<file path="src/design/assert_macros.svh">
// ----------------------------------------------------------------------------
// assertion macros
// shared concurrent assertion forms for the record frame checker
// ----------------------------------------------------------------------------
`ifndef ASSERT_MACROS_SVH
`define ASSERT_MACROS_SVH

// condition holds at every edge outside reset
`define LRFC_ASSERT_ALWAYS(lbl, clk, rst, cond) \
   lbl: assert property (@(posedge clk) disable iff (rst) (cond)) \
      else $error("assertion failed");

// antecedent implies consequent in the same cycle
`define LRFC_ASSERT_IMPLIES(lbl, clk, rst, ante, cons) \
   lbl: assert property (@(posedge clk) disable iff (rst) (ante) |-> (cons)) \
      else $error("assertion failed");

// antecedent implies consequent in the next cycle
`define LRFC_ASSERT_NEXT(lbl, clk, rst, ante, cons) \
   lbl: assert property (@(posedge clk) disable iff (rst) (ante) |=> (cons)) \
      else $error("assertion failed");

`endif

</file>
<file path="src/design/lrfc_pkg.sv">
// ----------------------------------------------------------------------------
// lrfc_pkg
// shared types, constants and crc helper for the log record frame checker
// ----------------------------------------------------------------------------
`timescale 1ns / 1ps
`default_nettype none

package lrfc_pkg;

   // width of the running good-end position counter
   localparam int unsigned POSITION_BITS = 32;
   localparam logic [POSITION_BITS-1:0] POS_MAX = '1;
   localparam int unsigned SUM_BITS = ((POSITION_BITS > 17) ? POSITION_BITS : 17) + 1;

   // byte index within a record
   localparam int unsigned IDX_BITS = 17;
   localparam logic [IDX_BITS-1:0] HEADER_LEN     = 17'd28;
   localparam logic [IDX_BITS-1:0] IDX_MAGIC_LAST = 17'd3;
   localparam logic [IDX_BITS-1:0] IDX_TYPE       = 17'd4;
   localparam logic [IDX_BITS-1:0] IDX_FLAGS      = 17'd5;
   localparam logic [IDX_BITS-1:0] IDX_LEN_LO     = 17'd6;
   localparam logic [IDX_BITS-1:0] IDX_LEN_HI     = 17'd7;
   localparam logic [IDX_BITS-1:0] IDX_SEQ_END    = 17'd16;
   localparam logic [IDX_BITS-1:0] IDX_TXN_END    = 17'd24;
   localparam logic [IDX_BITS-1:0] CRC_BYTES      = 17'd4;
   localparam logic [IDX_BITS-1:0] CRC_LAST_OFS   = 17'd3;

   localparam logic [31:0] MAGIC_DEFAULT = 32'h514C_5052;
   localparam logic [31:0] CRC_POLY      = 32'h82F6_3B78;
   localparam logic [31:0] CRC_ONES      = 32'hFFFF_FFFF;

   // result queue
   localparam int unsigned FIFO_DEPTH = 4;
   localparam int unsigned PTR_BITS   = $clog2(FIFO_DEPTH);
   localparam int unsigned CNT_BITS   = $clog2(FIFO_DEPTH + 1);

   typedef enum logic [2:0] {
      ST_OK          = 3'd0,
      ST_BAD_MAGIC   = 3'd1,
      ST_CRC_MISMATCH = 3'd2,
      ST_END_CLEAN   = 3'd3,
      ST_END_PARTIAL = 3'd4
   } status_type;

   typedef struct packed {
      status_type   status;
      logic [7:0]   record_type;
      logic [7:0]   record_flags;
      logic [15:0]  payload_length;
      logic [63:0]  sequence_number;
      logic [63:0]  transaction_id;
      logic [31:0]  good_end_position;
      logic [63:0]  highest_sequence;
      logic         last_of_run;
   } result_type;

   // results produced by one accepted item
   typedef struct packed {
      logic [1:0]   count;
      result_type   first;
      result_type   second;
   } push_type;

   // one byte of reflected crc32c, bit at a time
   function automatic logic [31:0] crc32c_byte(input logic [31:0] crc,
                                               input logic [7:0] b);
      logic [31:0] c;
      c = crc ^ {24'd0, b};
      for (int i = 0; i < 8; i++) begin
         c = (c >> 1) ^ (c[0] ? CRC_POLY : 32'd0);
      end
      return c;
   endfunction

   // position as reported, clamped to 32 bits
   function automatic logic [31:0] clamp_position(input logic [POSITION_BITS-1:0] p);
      logic [POSITION_BITS-1:0] high_part;
      high_part = p >> 32;
      if (high_part != '0) begin
         return 32'hFFFF_FFFF;
      end
      return 32'(p);
   endfunction

endpackage

`default_nettype wire

</file>
<file path="src/design/lrfc_parser.sv">
// ----------------------------------------------------------------------------
// lrfc_parser
// per-byte record state, crc32c check and result generation
// ----------------------------------------------------------------------------
`timescale 1ns / 1ps
`default_nettype none
`include "assert_macros.svh"

module lrfc_parser (
   input  wire logic                clock,
   input  wire logic                reset,
   input  wire logic                item_accept,
   input  wire logic [7:0]          data_byte,
   input  wire logic                byte_present,
   input  wire logic                end_of_buffer,
   input  wire logic [31:0]         record_magic,
   output lrfc_pkg::push_type       push
);

   logic [lrfc_pkg::IDX_BITS-1:0]      bir_ff, bir_in;
   logic [31:0]                        magic_ff, magic_in;
   logic [7:0]                         type_ff, type_in;
   logic [7:0]                         flags_ff, flags_in;
   logic [15:0]                        length_ff, length_in;
   logic [63:0]                        seq_ff, seq_in;
   logic [63:0]                        trans_ff, trans_in;
   logic [31:0]                        crc_ff, crc_in;
   logic [31:0]                        stored_ff, stored_in;
   logic [lrfc_pkg::POSITION_BITS-1:0] good_end_ff, good_end_in;
   logic [63:0]                        max_seq_ff, max_seq_in;
   logic                               stopped_ff, stopped_in;

   logic                               take;
   logic                               item_end;
   logic [lrfc_pkg::IDX_BITS-1:0]      body;
   logic [lrfc_pkg::IDX_BITS-1:0]      size;
   logic [lrfc_pkg::SUM_BITS-1:0]      sum;
   logic [31:0]                        magic_next;
   logic [31:0]                        stored_next;
   logic                               byte_hit;
   lrfc_pkg::result_type               byte_res;
   lrfc_pkg::result_type               end_res;

   assign take     = item_accept && byte_present && !stopped_ff;
   assign item_end = item_accept && end_of_buffer;

   always_comb begin
      bir_in      = bir_ff;
      magic_in    = magic_ff;
      type_in     = type_ff;
      flags_in    = flags_ff;
      length_in   = length_ff;
      seq_in      = seq_ff;
      trans_in    = trans_ff;
      crc_in      = crc_ff;
      stored_in   = stored_ff;
      good_end_in = good_end_ff;
      max_seq_in  = max_seq_ff;
      stopped_in  = stopped_ff;
      byte_hit    = 1'b0;
      byte_res    = '0;
      end_res     = '0;
      push        = '0;

      body        = lrfc_pkg::HEADER_LEN + lrfc_pkg::IDX_BITS'(length_ff);
      size        = body + lrfc_pkg::CRC_BYTES;
      sum         = lrfc_pkg::SUM_BITS'(good_end_ff) + lrfc_pkg::SUM_BITS'(size);
      magic_next  = {data_byte, magic_ff[31:8]};
      stored_next = {data_byte, stored_ff[31:8]};

      if (take) begin
         if (bir_ff < body) begin
            crc_in = lrfc_pkg::crc32c_byte(crc_ff, data_byte);
         end
         bir_in = bir_ff + lrfc_pkg::IDX_BITS'(1);

         if (bir_ff < lrfc_pkg::IDX_TYPE) begin
            magic_in = magic_next;
            if (bir_ff == lrfc_pkg::IDX_MAGIC_LAST && magic_next != record_magic) begin
               byte_hit        = 1'b1;
               byte_res.status = lrfc_pkg::ST_BAD_MAGIC;
               stopped_in      = 1'b1;
               bir_in          = '0;
               crc_in          = lrfc_pkg::CRC_ONES;
               magic_in        = '0;
               stored_in       = '0;
            end
         end else if (bir_ff == lrfc_pkg::IDX_TYPE) begin
            type_in = data_byte;
         end else if (bir_ff == lrfc_pkg::IDX_FLAGS) begin
            flags_in = data_byte;
         end else if (bir_ff == lrfc_pkg::IDX_LEN_LO) begin
            length_in = {8'd0, data_byte};
         end else if (bir_ff == lrfc_pkg::IDX_LEN_HI) begin
            length_in = {data_byte, length_ff[7:0]};
         end else if (bir_ff < lrfc_pkg::IDX_SEQ_END) begin
            seq_in = {data_byte, seq_ff[63:8]};
         end else if (bir_ff < lrfc_pkg::IDX_TXN_END) begin
            trans_in = {data_byte, trans_ff[63:8]};
         end else if (bir_ff >= body) begin
            stored_in = stored_next;
            if (bir_ff == body + lrfc_pkg::CRC_LAST_OFS) begin
               byte_hit  = 1'b1;
               bir_in    = '0;
               crc_in    = lrfc_pkg::CRC_ONES;
               magic_in  = '0;
               stored_in = '0;
               if (stored_next != ~crc_ff) begin
                  byte_res.status = lrfc_pkg::ST_CRC_MISMATCH;
                  stopped_in      = 1'b1;
               end else begin
                  // saturating advance of the good end
                  if (sum > lrfc_pkg::SUM_BITS'(lrfc_pkg::POS_MAX)) begin
                     good_end_in = lrfc_pkg::POS_MAX;
                  end else begin
                     good_end_in = lrfc_pkg::POSITION_BITS'(sum);
                  end
                  if (seq_ff > max_seq_ff) begin
                     max_seq_in = seq_ff;
                  end
                  byte_res.status          = lrfc_pkg::ST_OK;
                  byte_res.record_type     = type_ff;
                  byte_res.record_flags    = flags_ff;
                  byte_res.payload_length  = length_ff;
                  byte_res.sequence_number = seq_ff;
                  byte_res.transaction_id  = trans_ff;
               end
            end
         end
      end

      byte_res.good_end_position = lrfc_pkg::clamp_position(good_end_in);
      byte_res.highest_sequence  = max_seq_in;

      end_res.status = (stopped_in || bir_in != '0) ? lrfc_pkg::ST_END_PARTIAL
                                                    : lrfc_pkg::ST_END_CLEAN;
      end_res.good_end_position = lrfc_pkg::clamp_position(good_end_in);
      end_res.highest_sequence  = max_seq_in;
      end_res.last_of_run       = 1'b1;

      if (byte_hit && item_end) begin
         push.count  = 2'd2;
         push.first  = byte_res;
         push.second = end_res;
      end else if (byte_hit) begin
         push.count             = 2'd1;
         push.first             = byte_res;
         push.first.last_of_run = 1'b1;
      end else if (item_end) begin
         push.count = 2'd1;
         push.first = end_res;
      end

      // end of buffer clears all parser state, the magic shift register included
      if (item_end) begin
         bir_in      = '0;
         magic_in    = '0;
         type_in     = '0;
         flags_in    = '0;
         length_in   = '0;
         seq_in      = '0;
         trans_in    = '0;
         crc_in      = lrfc_pkg::CRC_ONES;
         stored_in   = '0;
         good_end_in = '0;
         max_seq_in  = '0;
         stopped_in  = 1'b0;
      end
   end

   always_ff @(posedge clock) begin
      if (reset) begin
         bir_ff      <= '0;
         magic_ff    <= '0;
         type_ff     <= '0;
         flags_ff    <= '0;
         length_ff   <= '0;
         seq_ff      <= '0;
         trans_ff    <= '0;
         crc_ff      <= lrfc_pkg::CRC_ONES;
         stored_ff   <= '0;
         good_end_ff <= '0;
         max_seq_ff  <= '0;
         stopped_ff  <= 1'b0;
      end else if (item_accept) begin
         bir_ff      <= bir_in;
         magic_ff    <= magic_in;
         type_ff     <= type_in;
         flags_ff    <= flags_in;
         length_ff   <= length_in;
         seq_ff      <= seq_in;
         trans_ff    <= trans_in;
         crc_ff      <= crc_in;
         stored_ff   <= stored_in;
         good_end_ff <= good_end_in;
         max_seq_ff  <= max_seq_in;
         stopped_ff  <= stopped_in;
      end
   end

   // a pair of results is always a record result followed by the end result
   `LRFC_ASSERT_IMPLIES(a_pair_order, clock, reset, push.count == 2'd2,
      push.second.last_of_run && !push.first.last_of_run &&
      (push.second.status == lrfc_pkg::ST_END_CLEAN ||
       push.second.status == lrfc_pkg::ST_END_PARTIAL))
   // once stopped, only an end of buffer releases the block
   `LRFC_ASSERT_NEXT(a_stop_holds, clock, reset, stopped_ff && !item_end, stopped_ff)

endmodule

`default_nettype wire

</file>
<file path="src/design/lrfc_out_fifo.sv">
// ----------------------------------------------------------------------------
// lrfc_out_fifo
// small result queue, up to two in and one out (when out_ready) per cycle
// ----------------------------------------------------------------------------
`timescale 1ns / 1ps
`default_nettype none
`include "assert_macros.svh"

module lrfc_out_fifo (
   input  wire logic                 clock,
   input  wire logic                 reset,
   input  wire lrfc_pkg::push_type   push,
   output logic                      room_for_two,
   output logic                      out_valid,
   input  wire logic                 out_ready,
   output lrfc_pkg::result_type      out_head
);

   lrfc_pkg::result_type               entries_ff [lrfc_pkg::FIFO_DEPTH];
   logic [lrfc_pkg::PTR_BITS-1:0]      wr_ptr_ff, wr_ptr_in;
   logic [lrfc_pkg::PTR_BITS-1:0]      rd_ptr_ff, rd_ptr_in;
   logic [lrfc_pkg::CNT_BITS-1:0]      count_ff, count_in;
   logic [lrfc_pkg::PTR_BITS-1:0]      wr_next;
   logic                               pop;

   assign out_valid    = (count_ff != '0);
   assign out_head     = entries_ff[rd_ptr_ff];
   assign pop          = out_valid && out_ready;
   assign room_for_two = (count_ff <= lrfc_pkg::CNT_BITS'(lrfc_pkg::FIFO_DEPTH - 2));
   assign wr_next      = wr_ptr_ff + lrfc_pkg::PTR_BITS'(1);

   always_comb begin
      wr_ptr_in = wr_ptr_ff + lrfc_pkg::PTR_BITS'(push.count);
      rd_ptr_in = rd_ptr_ff + lrfc_pkg::PTR_BITS'(pop);
      count_in  = count_ff + lrfc_pkg::CNT_BITS'(push.count)
                  - lrfc_pkg::CNT_BITS'(pop);
   end

   always_ff @(posedge clock) begin
      if (reset) begin
         wr_ptr_ff <= '0;
         rd_ptr_ff <= '0;
         count_ff  <= '0;
      end else begin
         wr_ptr_ff <= wr_ptr_in;
         rd_ptr_ff <= rd_ptr_in;
         count_ff  <= count_in;
      end
   end

   always_ff @(posedge clock) begin
      if (push.count != 2'd0) begin
         entries_ff[wr_ptr_ff] <= push.first;
      end
      if (push.count == 2'd2) begin
         entries_ff[wr_next] <= push.second;
      end
   end

   `LRFC_ASSERT_ALWAYS(a_count_bound, clock, reset,
      count_ff <= lrfc_pkg::CNT_BITS'(lrfc_pkg::FIFO_DEPTH))
   // the producer only pushes while two entries are free
   `LRFC_ASSERT_IMPLIES(a_no_overflow, clock, reset, push.count != 2'd0, room_for_two)

endmodule

`default_nettype wire

</file>
<file path="src/design/log_record_frame_checker_unit.sv">
// ----------------------------------------------------------------------------
// log_record_frame_checker_unit
// byte-serial deframer for crc32c-protected log records
// ----------------------------------------------------------------------------
//
//   channel | prefix | direction | moves per transfer
//   --------+--------+-----------+--------------------------------------------
//   request | req_   | in        | one buffer byte and/or the end-of-buffer mark
//   response| rsp_   | out       | one record, error or end-of-buffer result
//   csr     | csr_   | in        | new value of the expected record magic
//
// one request transfer per clock while req_ready is high; its results enter the
// response queue on the same edge and are visible from the next cycle
// an item that closes a record and ends the buffer gives two results, which
// leave one at a time through the four-entry response queue
// req_ready is low only while fewer than two queue entries are free
// reset is synchronous; it clears all record state and loads the default magic
// csr transfers are taken in every cycle and apply to the next request
// ----------------------------------------------------------------------------
`timescale 1ns / 1ps
`default_nettype none

module log_record_frame_checker_unit (
   input  wire logic         clock,
   input  wire logic         reset,

   // configuration write channel
   input  wire logic         csr_valid,
   output logic              csr_ready,
   input  wire logic [31:0]  csr_wdata,

   // request channel
   input  wire logic         req_valid,
   output logic              req_ready,
   input  wire logic [7:0]   req_data_byte,
   input  wire logic         req_byte_present,
   input  wire logic         req_end_of_buffer,

   // response channel
   output logic              rsp_valid,
   input  wire logic         rsp_ready,
   output logic [2:0]        rsp_status,
   output logic [7:0]        rsp_record_type,
   output logic [7:0]        rsp_record_flags,
   output logic [15:0]       rsp_payload_length,
   output logic [63:0]       rsp_sequence_number,
   output logic [63:0]       rsp_transaction_id,
   output logic [31:0]       rsp_good_end_position,
   output logic [63:0]       rsp_highest_sequence,
   output logic              rsp_last_of_run
);

   // expected magic word, little-endian as it arrives on the wire
   logic [31:0]             magic_reg_ff;
   logic                    req_transfer;
   logic                    room_for_two;
   lrfc_pkg::push_type      push;
   lrfc_pkg::result_type    head;

   // csr writes never stall
   assign csr_ready = 1'b1;

   always_ff @(posedge clock) begin
      if (reset) begin
         magic_reg_ff <= lrfc_pkg::MAGIC_DEFAULT;
      end else if (csr_valid && csr_ready) begin
         magic_reg_ff <= csr_wdata;
      end
   end

   // accept whenever the queue can hold the worst case of two results
   assign req_ready    = room_for_two;
   assign req_transfer = req_valid && req_ready;

   // record parsing, crc check and result formation
   lrfc_parser u_parser (
      .clock         (clock),
      .reset         (reset),
      .item_accept   (req_transfer),
      .data_byte     (req_data_byte),
      .byte_present  (req_byte_present),
      .end_of_buffer (req_end_of_buffer),
      .record_magic  (magic_reg_ff),
      .push          (push)
   );

   // response queue decouples the request side from response stalls
   lrfc_out_fifo u_out_fifo (
      .clock        (clock),
      .reset        (reset),
      .push         (push),
      .room_for_two (room_for_two),
      .out_valid    (rsp_valid),
      .out_ready    (rsp_ready),
      .out_head     (head)
   );

   // unpack the queue head onto the response ports
   assign rsp_status            = head.status;
   assign rsp_record_type       = head.record_type;
   assign rsp_record_flags      = head.record_flags;
   assign rsp_payload_length    = head.payload_length;
   assign rsp_sequence_number   = head.sequence_number;
   assign rsp_transaction_id    = head.transaction_id;
   assign rsp_good_end_position = head.good_end_position;
   assign rsp_highest_sequence  = head.highest_sequence;
   assign rsp_last_of_run       = head.last_of_run;

endmodule

`default_nettype wire
</file>
<file path="config.mk">
export PLATFORM = sky130hd
export DESIGN_NAME = log_record_frame_checker_unit
export DESIGN_NICKNAME = d
export VERILOG_FILES = /design/src/design/lrfc_pkg.sv /design/src/design/lrfc_parser.sv /design/src/design/lrfc_out_fifo.sv /design/src/design/log_record_frame_checker_unit.sv
export VERILOG_INCLUDE_DIRS = /design/src /design/src/design
export SDC_FILE = /design/constraint.sdc
export NUM_CORES = 2
export LEC_CHECK = 0
export BUFFER_PORTS_ARGS = -buffer_cell sky130_fd_sc_hd__buf_2
export CORE_MARGIN = 5
export CORE_UTILIZATION = 38
export DETAILED_ROUTE_END_ITERATION = 7
export PLACE_DENSITY = 0.5
export REMOVE_ABC_BUFFERS = 1
export SKIP_LAST_GASP = 1
export SLEW_MARGIN = 40
export SYNTH_ARGS = -nofsm -noshare
export SYNTH_HDL_FRONTEND = slang
export SYNTH_SLANG_ARGS = --single-unit
</file>
<file path="constraint.sdc">
create_clock -name clock -period 8.75 [get_ports clock]
set_input_delay 1.75 -clock clock [delete_from_list [all_inputs] [get_ports clock]]
set_output_delay 1.75 -clock clock [all_outputs]
set_load 0.02 [all_outputs]
</file>
==> results.py <==
metrics = {
    "setup_path": {
        "reg2regPathDepth": 23,
        "cp_cell_sequence": "inv_1 -> ha_1 -> nor2b_1 -> o21ai_0 -> and2_1 -> ha_1 -> a21o_1 -> a21o_1 -> a21oi_1 -> o211ai_1 -> a221oi_1 -> a21oi_1 -> and4_1 -> o21ai_0 -> ha_1 -> inv_1 -> nand2_1 -> nand2_1 -> nand2_4 -> inv_4 -> nand2_4 -> buf_12 -> nor2_1",
        "timing.rr.start": "u_parser.length_ff[2]",
        "end_kind": "flip-flop",
        "cp_num_buf_inv": 4,
        "crit_family": "simple AND/OR/NAND/NOR gates",
        "crit_arrival_ns": 7.94,
        "crit_required_ns": 9.26,
        "r2r_slack_ns": 1.32,
        "crit_type": "reg2reg",
        "crit_slowest_cell": "dfxtp_1",
        "cp-start-kind": "flip-flop",
        "critPathMostFrequentCell": "ha_1",
        "max_stage_delay_ns": 0.86,
        "crit_path_max_fanout": 38,
        "r2r-end": "u_out_fifo.entries_ff[3][10]",
    },
    "synthesis": {
        "ys_warn_count": 0,
        "syn_avg_cell_area_um2": 11.4,
        "synth_largest_area_cell": "dfxtp_1",
        "ys.flop_type": "dfxtp_1",
        "synth_cell_types": 77,
        "syn_inst": 5378,
        "synthTopCellsByArea": "dfxtp_1, edfxtp_1, mux4_2, a22o_1, nor2_1",
        "synth_top_area_share_pct": 33.7,
        "ys_ff_latch": 1433,
        "synth_edf_count": 400,
        "synth_area_um2": 61400,
        "yosysSeqAreaShare_pct": 53.2,
        "ys_async_sr_fraction_pct": 0,
    },
    "timing": {
        "finalMaxSlewViolations": 0,
        "layout_setup_ws_ns": 1.32,
        "worst_slew_pin_slew_ns": 0.884,
        "finClkSkew_ns": 0.0347,
        "period_needed_ns": 7.43,
        "setup-tns-final_ns": 0,
        "setup_violations": 0,
        "hold_viol_final": 0,
        "timing.final.crit_share_pct": 84.9,
        "rsz0062_at_grt": "false",
        "slew_headroom_pct": 41.0,
        "max_freq_mhz": 135,
        "holdWs_ns": 0.472,
    },
    "place": {
        "place_hpwl_um": 114000,
        "routabilityCongestion": 0.845,
        "portBuffers": 308,
        "post-place-ws_ns": 1.36,
        "dpl_cell_area_um2": 64700,
    },
    "cells_and_area": {
        "final_common_cell": "dfxtp_1",
        "area_growth_pct": 14.2,
        "fin_nets": 5595,
        "drive_gt1_share_pct": 17.4,
        "final_cell_mix": "dfxtp_1, a22o_1, nor2_1",
        "design_area_um2": 70100,
    },
    "clocking": {
        "clock_path_buffers": 3,
        "cts-resized-gates": 0,
        "postCtsHoldBufs": 0,
        "cts_num_sinks": 1433,
        "cts_tree": "done",
        "clk_pin_slew_ns": 0.06,
        "cts_setup_buffers": 0,
        "htreeDepth": 4,
        "numCtsBuffers": 161,
        "clockRootBuffer": "clkbuf_16",
        "clkLatencyLatePin_ns": 0.79,
    },
    "detailed_routing": {
        "vias": 44082,
        "wl_per_cell_um": 25.1,
        "drc": 0,
        "viasPerCell": 5.70,
        "firstDrtPassIters": 6,
        "ant_nets": 0,
        "drt-total-wl_um": 194000,
        "drt-initial-drc-count": 3734,
    },
    "die": {
        "coreArea_um2": 161000,
        "start_util_pct": 38.2,
        "die_w_um": 412,
        "rows": 147,
        "ios": 310,
        "die_h_um": 412,
        "die_area_um2": 170000,
    },
    "min_path": {
        "whs_path_depth": 1,
        "hp-class": "reg2reg",
        "min_to": "u_out_fifo.entries_ff[2][182]",
        "hold_start": "u_out_fifo.entries_ff[2][182]",
    },
    "global_route": {
        "gr-total-overflow": 0,
        "grt_pass1_wl_um": 292000,
        "grt_pass1_vias": 44182,
        "grt_start_max_net_pins": 118,
        "grt.total_usage_pct": 22.4,
        "antenna_found_initial": 10,
    },
    "flow_run": {
        "max-cap-violations": 0,
    },
    "power": {
        "power.leakage_nw": 25.1,
        "ir_worst_vdd_uv": 198,
        "power.density_nw_per_um2": 238,
        "finalPower_mw": 16.7,
    },
    "status": {
        "status": "complete, no violations",
    },
}
==> final cells by class <==
cell class | count | area, um^2
diodes | 1 | 2.50
clock buffers | 254 | 4920
clock inverters | 43 | 399
fillers | 15055 | 90500
inverters | 105 | 404
multi-input cells | 3335 | 26400
flip-flops and latches | 1433 | 32700
well taps | 2160 | 2700
repair buffers | 398 | 2550
==> worst max path at each step <==
stage                                    to  cells after the start                   from  slack, ns
4_1_cts        u_out_fifo.entries_ff[3][10]                     23  u_parser.length_ff[2]       1.36
6_report       u_out_fifo.entries_ff[3][10]                     23  u_parser.length_ff[2]       1.32
2_1_floorplan  u_out_fifo.entries_ff[0][84]                     10              req_valid      -9.01
5_1_grt         u_out_fifo.entries_ff[3][6]                     23  u_parser.length_ff[2]       0.73
3_3_place_gp   u_out_fifo.entries_ff[3][17]                     23  u_parser.length_ff[2]       1.55
3_5_place_dp   u_out_fifo.entries_ff[3][10]                     23  u_parser.length_ff[2]       1.36
==> per-stage QoR <==
stage / std cells / util [%]
6_report: 7729 / 43.7
5_1_grt: 7729 / 43.7
4_1_cts: 7727 / 43.6
3_5_place_dp: 7430 / 40.3
3_3_place_gp: 7427 / 40.2
2_1_floorplan: 4873 / -
==> flip-flops by register name (all words and copies together), names as in the netlist, 17 cells and up <==
register               flops
magic_reg_ff              32
u_parser.trans_ff         64
u_out_fifo.entries_ff   1040
u_parser.max_seq_ff       64
u_parser.seq_ff           64
u_parser.crc_ff           32
u_parser.magic_ff         24
u_parser.stored_ff        24
u_parser.good_end_ff      32
u_parser.bir_ff           17
==> worst register-to-register path, stage by stage (launching register included) <==
cell and delay [ns]:
dfxtp_1 0.86, inv_1 0.16, ha_1 0.33, nor2b_1 0.24
o21ai_0 0.44, and2_1 0.38, ha_1 0.31, a21o_1 0.16
a21o_1 0.17, a21oi_1 0.14, o211ai_1 0.11, a221oi_1 0.44
a21oi_1 0.33, and4_1 0.38, o21ai_0 0.41, ha_1 0.30
inv_1 0.11, nand2_1 0.23, nand2_1 0.19, nand2_4 0.43
inv_4 0.09, nand2_4 0.48, buf_12 0.36, nor2_1 0.11
==> kinds of logic (layout without fill, tap and decap cells) <==
logic type      Yosys count  in the layout  synth area share, %
other cells               1              2              0.00611
mux                     369            369                 11.3
xor+xnor                217            217                 3.12
compound gates         1340           1340                 16.0
simple gates           1294           1294                 9.89
flops                  1433           1433                 53.2
fa+ha+maj               114            114                 2.35
buf+inv                 610            800                 4.07
==> power breakdown <==
| part | internal [mW] | switching [mW] |
|---|---|---|
| Sequential | 6.94 | 0.150 |
| Combinational | 1.08 | 1.74 |
| Clock | 3.96 | 2.81 |
==> Yosys cell counts (6+ instances only) <==
| library cell | number |
|---|---|
| mux2i_1 | 108 |
| nand4_1 | 40 |
| a21o_1 | 37 |
| or3_1 | 19 |
| o22a_1 | 33 |
| and3_1 | 20 |
| nor3_1 | 29 |
| a21oi_1 | 313 |
| inv_1 | 102 |
| nand2_1 | 320 |
| nor3b_1 | 10 |
| xnor2_1 | 115 |
| nor4_1 | 21 |
| mux4_2 | 260 |
| buf_4 | 6 |
| ha_1 | 112 |
| a221oi_1 | 7 |
| nor4b_1 | 6 |
| edfxtp_1 | 400 |
| nor2_1 | 516 |
| nand2b_1 | 17 |
| a22o_1 | 643 |
| o31ai_1 | 8 |
| nand4b_1 | 63 |
| a22oi_1 | 31 |
| xor2_1 | 101 |
| o21ai_0 | 139 |
| a211oi_1 | 7 |
| clkbuf_1 | 347 |
| and4_1 | 17 |
| dfxtp_1 | 1033 |
| buf_6 | 10 |
| or2_2 | 10 |
| a211o_1 | 13 |
| nand3_1 | 143 |
| buf_2 | 87 |
| a31oi_1 | 22 |
| and2_1 | 14 |
| o211ai_1 | 34 |
| buf_1 | 55 |
| nor2b_1 | 37 |
==> routing by layer <==
metal	global-route usage (%)	wire, um	vias to the layer above
met4	5.51	4040	0
met2	36.7	91100	1253
met3	4.15	11500	209
met1	30.8	87700	22528
met5	0	0	-
li1	-	-	20092
No activity file was read; power rests on OpenSTA's default activity.
